### config.mk
export PLATFORM = sky130hd
export DESIGN_NAME = stepper_trapezoid_ramp_core
export DESIGN_NICKNAME = d
export VERILOG_FILES = /design/src/rtl/str_pkg.sv /design/src/rtl/str_cfg.sv /design/src/rtl/str_engine.sv /design/src/rtl/stepper_trapezoid_ramp_core.sv
export SDC_FILE = /design/constraint.sdc
export NUM_CORES = 1
export LEC_CHECK = 0
export BUFFER_PORTS_ARGS = -buffer_cell sky130_fd_sc_hd__buf_2
export CAP_MARGIN = 25
export CORE_MARGIN = 3
export CORE_UTILIZATION = 61
export DETAILED_ROUTE_END_ITERATION = 12
export MAX_ROUTING_LAYER = met4
export PLACE_DENSITY = 0.81
export SLEW_MARGIN = 20
export SYNTH_ARGS = -nofsm -noshare
export SYNTH_HDL_FRONTEND = slang
export SYNTH_SLANG_ARGS = --single-unit
### constraint.sdc
create_clock -name i_clk -period 7.75 [get_ports i_clk]
set_clock_uncertainty 0.05 [all_clocks]
set_input_delay 1.1625 -clock i_clk [delete_from_list [all_inputs] [get_ports i_clk]]
set_output_delay 1.1625 -clock i_clk [all_outputs]
set_load 0.02 [all_outputs]
### src/rtl/str_pkg.sv
// shared types and constants for the trapezoid ramp stepper core
// no dependencies; used by str_cfg, str_engine and the top level
`default_nettype none

package str_pkg;

    // default for the move length field width
    localparam int STEP_COUNT_BITS_DEF = 12;

    // configuration port geometry and register indexes
    localparam int CFG_IDX_W  = 8;
    localparam int CFG_DATA_W = 8;
    localparam logic [CFG_IDX_W-1:0] CFG_START_DELAY  = 8'd0;
    localparam logic [CFG_IDX_W-1:0] CFG_CRUISE_DELAY = 8'd1;

    // register reset values
    localparam logic [7:0] START_DELAY_RST  = 8'd17;
    localparam logic [7:0] CRUISE_DELAY_RST = 8'd5;

    localparam logic [7:0] DELAY_MAX = 8'hFF;

    // command codes
    localparam logic CMD_TICK  = 1'b0;
    localparam logic CMD_START = 1'b1;

    // four-phase coil sequence, clockwise order
    localparam logic [5:0] COIL_TABLE [4] = '{6'h36, 6'h2E, 6'h2D, 6'h35};

    // one result word
    typedef struct packed {
        logic [5:0] coil_pattern;
        logic       step_taken;
        logic       busy_res;
        logic       move_done;
    } t_result;

endpackage

`default_nettype wire

### src/rtl/str_cfg.sv
// configuration registers: start delay and cruise delay
// depends on str_pkg
`default_nettype none

module str_cfg (
    input  wire logic                             i_clk,
    input  wire logic                             i_rst_n,
    input  wire logic                             i_cfg_valid,
    input  wire logic [str_pkg::CFG_IDX_W-1:0]    i_cfg_index,
    input  wire logic [str_pkg::CFG_DATA_W-1:0]   i_cfg_wdata,
    output logic                                  o_cfg_ready,
    output logic [7:0]                            o_start_delay,
    output logic [7:0]                            o_cruise_delay
);

    logic [7:0] r_start_delay;
    logic [7:0] r_cruise_delay;

    // writes are always taken
    assign o_cfg_ready = 1'b1;

    // register file with decoded write
    always_ff @(posedge i_clk) begin
        if (!i_rst_n) begin
            r_start_delay  <= str_pkg::START_DELAY_RST;
            r_cruise_delay <= str_pkg::CRUISE_DELAY_RST;
        end else if (i_cfg_valid) begin
            unique case (i_cfg_index)
                str_pkg::CFG_START_DELAY:  r_start_delay  <= i_cfg_wdata;
                str_pkg::CFG_CRUISE_DELAY: r_cruise_delay <= i_cfg_wdata;
                default: ;
            endcase
        end
    end

    assign o_start_delay  = r_start_delay;
    assign o_cruise_delay = r_cruise_delay;

endmodule

`default_nettype wire

### src/rtl/str_engine.sv
// move state registers and the single-pass ramp / phase update for one word
// depends on str_pkg
`default_nettype none

module str_engine #(
    parameter int STEP_COUNT_BITS = str_pkg::STEP_COUNT_BITS_DEF
) (
    input  wire logic                        i_clk,
    input  wire logic                        i_rst_n,
    input  wire logic                        i_fire,
    input  wire logic                        i_cmd,
    input  wire logic                        i_dir,
    input  wire logic [STEP_COUNT_BITS-1:0]  i_count,
    input  wire logic [7:0]                  i_start_delay,
    input  wire logic [7:0]                  i_cruise_delay,
    output str_pkg::t_result                 o_result
);

    localparam int CW = STEP_COUNT_BITS;

    logic [1:0]    r_phase,        n_phase;
    logic          r_direction,    n_direction;
    logic [CW-1:0] r_total_steps,  n_total_steps;
    logic [CW-1:0] r_step_number,  n_step_number;
    logic [7:0]    r_cur_delay,    n_cur_delay;
    logic [CW-1:0] r_accel_steps,  n_accel_steps;
    logic          r_accelerating, n_accelerating;
    logic [7:0]    r_ticks_left,   n_ticks_left;
    logic          r_moving,       n_moving;
    logic [5:0]    r_coil,         n_coil;

    logic          is_start;
    logic          is_tick;
    logic [7:0]    tl_dec;
    logic          do_step;
    logic          done;

    // step source: fresh move values on a start, live state on a tick
    logic          s_dir;
    logic [CW-1:0] s_total;
    logic [CW-1:0] s_stepn;
    logic [7:0]    s_delay;
    logic [CW-1:0] s_accel;
    logic          s_accelerating;
    logic [CW-1:0] s_left;

    // command decode
    assign is_start = (i_cmd == str_pkg::CMD_START) && !r_moving && (i_count != '0);
    assign is_tick  = (i_cmd == str_pkg::CMD_TICK) && r_moving;
    assign tl_dec   = (r_ticks_left != 8'd0) ? r_ticks_left - 8'd1 : 8'd0;
    assign do_step  = is_start
                   || (is_tick && (tl_dec == 8'd0) && (r_step_number < r_total_steps));
    assign done     = ((i_cmd == str_pkg::CMD_START) && !r_moving && (i_count == '0))
                   || (is_tick && (tl_dec == 8'd0) && !(r_step_number < r_total_steps));

    assign s_dir          = is_start ? i_dir : r_direction;
    assign s_total        = is_start ? i_count : r_total_steps;
    assign s_stepn        = is_start ? '0 : r_step_number;
    assign s_delay        = is_start ? i_start_delay : r_cur_delay;
    assign s_accel        = is_start ? '0 : r_accel_steps;
    assign s_accelerating = is_start ? 1'b1 : r_accelerating;
    assign s_left         = s_total - s_stepn;

    // next state
    always_comb begin
        n_phase        = r_phase;
        n_direction    = r_direction;
        n_total_steps  = r_total_steps;
        n_step_number  = r_step_number;
        n_cur_delay    = r_cur_delay;
        n_accel_steps  = r_accel_steps;
        n_accelerating = r_accelerating;
        n_ticks_left   = r_ticks_left;
        n_moving       = r_moving;
        n_coil         = r_coil;
        if (do_step) begin
            n_direction    = s_dir;
            n_total_steps  = s_total;
            n_accel_steps  = s_accel;
            n_accelerating = s_accelerating;
            n_cur_delay    = s_delay;
            n_moving       = 1'b1;
            // ramp: accelerate, cruise, then decelerate with saturation
            if (s_accelerating && (s_delay > i_cruise_delay)) begin
                n_cur_delay   = s_delay - 8'd1;
                n_accel_steps = s_accel + CW'(1);
            end else if (s_left > s_accel) begin
                n_cur_delay = s_delay;
            end else begin
                n_accelerating = 1'b0;
                if (s_delay != str_pkg::DELAY_MAX) begin
                    n_cur_delay = s_delay + 8'd1;
                end
            end
            // coil pattern, mirrored for counter-clockwise
            if (s_dir) begin
                n_coil = str_pkg::COIL_TABLE[r_phase];
            end else begin
                n_coil = str_pkg::COIL_TABLE[2'd3 - r_phase];
            end
            n_phase       = r_phase + 2'd1;
            n_step_number = s_stepn + CW'(1);
            n_ticks_left  = (s_delay == 8'd0) ? 8'd1 : s_delay;
        end else if (is_tick) begin
            n_ticks_left = tl_dec;
            if (done) begin
                n_moving = 1'b0;
            end
        end
    end

    // state registers, updated only on an accepted word
    always_ff @(posedge i_clk) begin
        if (!i_rst_n) begin
            r_phase        <= 2'd0;
            r_direction    <= 1'b0;
            r_total_steps  <= '0;
            r_step_number  <= '0;
            r_cur_delay    <= 8'd0;
            r_accel_steps  <= '0;
            r_accelerating <= 1'b1;
            r_ticks_left   <= 8'd0;
            r_moving       <= 1'b0;
            r_coil         <= 6'd0;
        end else if (i_fire) begin
            r_phase        <= n_phase;
            r_direction    <= n_direction;
            r_total_steps  <= n_total_steps;
            r_step_number  <= n_step_number;
            r_cur_delay    <= n_cur_delay;
            r_accel_steps  <= n_accel_steps;
            r_accelerating <= n_accelerating;
            r_ticks_left   <= n_ticks_left;
            r_moving       <= n_moving;
            r_coil         <= n_coil;
        end
    end

    // result for this word
    always_comb begin
        o_result.coil_pattern = n_coil;
        o_result.step_taken   = do_step;
        o_result.busy_res     = n_moving;
        o_result.move_done    = done;
    end

    // a running move always has a hold pending
    a_hold_pending: assert property (@(posedge i_clk) disable iff (!i_rst_n)
        r_moving |-> (r_ticks_left != 8'd0))
        else $error("move active with no hold ticks left");

    // step counter never passes the move length
    a_step_bound: assert property (@(posedge i_clk) disable iff (!i_rst_n)
        r_step_number <= r_total_steps)
        else $error("step number beyond move length");

    // each applied step advances the phase by exactly one
    a_phase_adv: assert property (@(posedge i_clk) disable iff (!i_rst_n)
        (i_fire && do_step) |=> (r_phase == $past(r_phase) + 2'd1))
        else $error("phase did not advance on step");

endmodule

`default_nettype wire

### src/rtl/stepper_trapezoid_ramp_core.sv
// top level of the trapezoid ramp stepper core: input register, engine, result register
// depends on str_pkg, str_cfg, str_engine
//
//  channel | direction | handshake                 | word
//  in      | to core   | i_in_valid / o_in_stall   | cmd, move_dir, step_count
//  out     | from core | o_out_valid / i_out_stall | coil_pattern, step_taken, busy_res, move_done
//  cfg     | to core   | i_cfg_valid / o_cfg_ready | register index, write data
//
// one word per cycle sustained while the result side does not stall; a taken word passes
// through the input register and, via the combinational state update, into the result register
// reset is synchronous, active low; no clearing pass
// a stall on the result side holds the result register, then the input register, then
// raises o_in_stall; configuration writes are always ready
`default_nettype none

module stepper_trapezoid_ramp_core #(
    parameter int STEP_COUNT_BITS = str_pkg::STEP_COUNT_BITS_DEF
) (
    input  wire logic                             i_clk,
    input  wire logic                             i_rst_n,
    input  wire logic                             i_in_valid,
    output logic                                  o_in_stall,
    input  wire logic                             i_cmd,
    input  wire logic                             i_move_dir,
    input  wire logic [STEP_COUNT_BITS-1:0]       i_step_count,
    output logic                                  o_out_valid,
    input  wire logic                             i_out_stall,
    output logic [5:0]                            o_coil_pattern,
    output logic                                  o_step_taken,
    output logic                                  o_busy_res,
    output logic                                  o_move_done,
    input  wire logic                             i_cfg_valid,
    output logic                                  o_cfg_ready,
    input  wire logic [str_pkg::CFG_IDX_W-1:0]    i_cfg_index,
    input  wire logic [str_pkg::CFG_DATA_W-1:0]   i_cfg_wdata
);

    logic                       r_in_valid;
    logic                       r_cmd;
    logic                       r_dir;
    logic [STEP_COUNT_BITS-1:0] r_count;
    logic                       r_out_valid;
    str_pkg::t_result           r_result;

    logic                       advance;
    logic                       fire;
    logic [7:0]                 start_delay;
    logic [7:0]                 cruise_delay;
    str_pkg::t_result           eng_result;

    // pipeline control
    assign advance    = !r_out_valid || !i_out_stall;
    assign fire       = r_in_valid && advance;
    assign o_in_stall = r_in_valid && !advance;

    // input register
    always_ff @(posedge i_clk) begin
        if (!i_rst_n) begin
            r_in_valid <= 1'b0;
        end else if (!o_in_stall) begin
            r_in_valid <= i_in_valid;
        end
    end

    always_ff @(posedge i_clk) begin
        if (i_in_valid && !o_in_stall) begin
            r_cmd   <= i_cmd;
            r_dir   <= i_move_dir;
            r_count <= i_step_count;
        end
    end

    // configuration registers
    str_cfg u_cfg (
        .i_clk          (i_clk),
        .i_rst_n        (i_rst_n),
        .i_cfg_valid    (i_cfg_valid),
        .i_cfg_index    (i_cfg_index),
        .i_cfg_wdata    (i_cfg_wdata),
        .o_cfg_ready    (o_cfg_ready),
        .o_start_delay  (start_delay),
        .o_cruise_delay (cruise_delay)
    );

    // move state and update
    str_engine #(
        .STEP_COUNT_BITS (STEP_COUNT_BITS)
    ) u_engine (
        .i_clk          (i_clk),
        .i_rst_n        (i_rst_n),
        .i_fire         (fire),
        .i_cmd          (r_cmd),
        .i_dir          (r_dir),
        .i_count        (r_count),
        .i_start_delay  (start_delay),
        .i_cruise_delay (cruise_delay),
        .o_result       (eng_result)
    );

    // result register
    always_ff @(posedge i_clk) begin
        if (!i_rst_n) begin
            r_out_valid <= 1'b0;
        end else if (advance) begin
            r_out_valid <= r_in_valid;
        end
    end

    always_ff @(posedge i_clk) begin
        if (fire) begin
            r_result <= eng_result;
        end
    end

    assign o_out_valid    = r_out_valid;
    assign o_coil_pattern = r_result.coil_pattern;
    assign o_step_taken   = r_result.step_taken;
    assign o_busy_res     = r_result.busy_res;
    assign o_move_done    = r_result.move_done;

    // a word never both steps and finishes a move
    a_step_xor_done: assert property (@(posedge i_clk) disable iff (!i_rst_n)
        o_out_valid |-> !(o_step_taken && o_move_done))
        else $error("step and move done on the same word");

    // a step always leaves the move running
    a_step_busy: assert property (@(posedge i_clk) disable iff (!i_rst_n)
        (o_out_valid && o_step_taken) |-> o_busy_res)
        else $error("step reported with move idle");

    // a finished move reports idle
    a_done_idle: assert property (@(posedge i_clk) disable iff (!i_rst_n)
        (o_out_valid && o_move_done) |-> !o_busy_res)
        else $error("move done reported while busy");

endmodule

`default_nettype wire

==> qor.txt <==
Root buf cell = clkbuf_8
Post-CTS Setup Inserts = 0
RSZ-0062 raised after global routing = no
Die area = 0.0119 sq mm
Commonest non-fill, non-tap cell in the layout = nand2_1
Total GRT Usage = 29.4%
Residual DRC = 0
Critical Path End Type = flip-flop
Hold Crit Class = flip-flop to flip-flop
Post-detail-place hpwl = 12.1 mm
CP Class = flip-flop to flip-flop
DP Area = 0.00677 sq mm
CORE AREA = 0.0100 sq mm
Largest net degree at the start of global routing = 42
Post-synth ARST share = 0%
TritonCTS clock tree = yes
ANT nets after route = 0
DIE HEIGHT = 109 microns
Tmin final = 6.40 ns
Reg area = 0.00231 sq mm
CTS Sinks = 104
WL/cell = 17.9 microns
Synth Cell Area = 0.00648 sq mm
CP required = 7.93 ns
Site row count = 36
Worst Hold Depth = 2
Vias in the first global route = 5457
# hold bufs at CTS = 0
Synth-to-layout area growth = 8.05%
Avg Cell Area, Syn = 8.55 sq um
Synthesized instance count = 758
Fillcell total = 746
Number of flops mapped to enable cells by yosys = 23
GP Congestion = 0.967
Setup WS post-layout = 1.35 ns
Worst-Margin Slew = 1.04 ns
Initial Utilization = 64.5%
H-tree levels = 3
Final hold violations = 0
Post-Layout Cell Count = 923
Status = complete, no violations
Dominant cells by area after synthesis = dfxtp_1 25%, edfxtp_1 11%, ha_1 9.1%, nand2_1 5.6%, mux2i_1 3.9%
Skew-Pair Late Insertion Delay = 0.38 ns
Yosys warning count = 0
Setup WS pre-CTS = 1.46 ns
Die X = 109 microns
Critical Path AT = 6.58 ns
GR Overflow Total = 0
Fin. max-slew vios = 0
Cell area after layout = 0.00700 sq mm
FF+latch count, synth = 104
Total CTS buffers = 9
Total routed wirelength = 16.5 mm
Footprint of the multi-input gates = 0.00384 sq mm
Drt via density = 6.35
Vias = 5864
Ports = 47
PwrDens = 182 mW/mm^2
TNS Setup = 0 ns
Hold slack = 0.419 ns
Min-delay src = u_engine.r_coil[5]
# diodes = 0
Max VDD drop = 130 uV
Total iterations of the first detailed-routing run = 5
Layout net count = 868
Most frequent cells in the layout = 97 x nand2_1, 81 x dfxtp_1, 59 x nor2_1
Synth Flop Type = dfxtp_1
Synthesized net count = 841
Clock transition at path regs = 0.11 ns
Crit start category = flip-flop
First-pass GRT wire length = 26.9 mm
CP Launch Point = r_count[9]
Max_cap viols = 0
Period utilization = 82.6%
CP max FO = 16
Antenna violations before repair = 0
Initial DRC count = 512
Max-slew headroom = 30.6%
Clock tree buffer depth = 2
Fmax = 156 MHz
Sequential share of the synthesized area = 35.7%
Leakage = 2.77 nW
PortBufs = 45
Top cell type's share of synthesized area = 25.0%
Library cells used by synthesis = 85
R2R cell count = 21
Share of layout cells above drive strength 1 = 11.5%
Placed Cells = 907
Cell taking the most area after synthesis = dfxtp_1
Final setup fails = 0
RR Startpoint = r_count[9]
CTS resizes = 0
==> logic make-up after synthesis <==
kind of cell	count (synthesis)	synth area share, %
XOR/XNOR	23	3.11
multiplexers	28	4.42
adder cells (fa/ha/maj)	50	9.69
other	1	0.0579
AND/OR/NAND/NOR	271	20.5
AO/OA/AOI/OAI	197	21.0
flip-flops	104	35.7
buffers and inverters	84	5.46
==> report_power, final <==
group | switching [mW] | leakage (nW) | total (mW) | internal (mW)
clock | 0.196 | 0.118 | 0.391 | 0.195
sequential | 0.0144 | 0.879 | 0.588 | 0.574
combinational | 0.181 | 1.77 | 0.294 | 0.113
==> sequential cells by signal, summed over array words and instances (netlist names), 2 cells and up <==
register,flops
u_cfg.o_start_delay,8
u_engine.r_coil,6
u_engine.r_phase,2
u_engine.r_ticks_left,8
u_engine.r_accel_steps,12
o_coil_pattern,6
r_count,12
u_engine.r_total_steps,12
u_engine.r_cur_delay,8
u_engine.r_step_number,12
u_cfg.o_cruise_delay,8
==> synthesized netlist by cell type, drive strengths merged, types with 3 or more instances <==
master	count
nand2	98
dfxtp	81
nor2	60
inv	49
a21oi	48
ha	47
o21ai	45
mux2i	26
nand3	24
edfxtp	23
o21a	20
xnor2	19
nor3	18
buf	17
clkbuf	17
nand4	14
a211oi	13
a21boi	12
nand2b	10
nor4	8
a21o	7
and2	7
or3	6
a2111oi	4
a2bb2oi	4
a31oi	4
a41oi	4
and3	4
nor2b	4
nor3b	4
o211ai	4
xor2	4
a32o	3
nor4b	3
o31ai	3
or4	3
==> critical path, cell delays in order, from the launching register on <==
cell and delay, ns:
edfxtp_1 0.42, nor4_2 0.58, a41o_1 0.73, nand2_1 0.17
ha_1 0.39, a21oi_1 0.20, nand2_1 0.13, a41o_1 0.25
maj3_1 0.42, a2111oi_2 0.41, o31ai_1 0.14, a21oi_1 0.19
xnor2_1 0.09, ha_1 0.34, a21oi_1 0.14, o21ai_0 0.11
a2111oi_0 0.40, a21oi_1 0.24, nand2b_1 0.29, o32ai_1 0.31
xnor2_1 0.16, a21oi_1 0.09
==> through the flow <==
stage | util [%] | total power [mW]
final | 69.7 | 1.27
after global routing | 69.7 | 1.33
after CTS | 69.7 | 1.27
after detailed placement | 67.4 | 0.885
after global placement | 67.4 | 0.875
after floorplan | - | 0.816
==> routing by layer <==
layer | track usage [%] | up-vias | routed length [microns]
li1 | - | 2795 | -
met1 | 39.9 | 2783 | 7350
met2 | 45.4 | 261 | 7570
met3 | 4.38 | 25 | 1320
met4 | 9.20 | 0 | 263
met5 | - | - | 0
==> area by class of cell <==
class / count / share of cell area (%)
multi-input combinational: 570 / 54.8
sequential: 104 / 33.0
timing repair buffer: 50 / 3.75
inverter: 50 / 2.68
tap: 133 / 2.38
clock buffer: 10 / 1.97
clock inverter: 6 / 1.36
==> worst paths after layout <==
| check | endpoint | slack [ns] |
|---|---|---|
| worst max-delay path | u_engine.r_cur_delay[3] | 1.35 |
| worst min-delay path | u_engine.r_coil[5] | 0.42 |
| worst max register to register | u_engine.r_cur_delay[3] | 1.35 |
| worst min register to register | u_engine.r_coil[5] | 0.42 |
(Power assumes the default switching activity.)
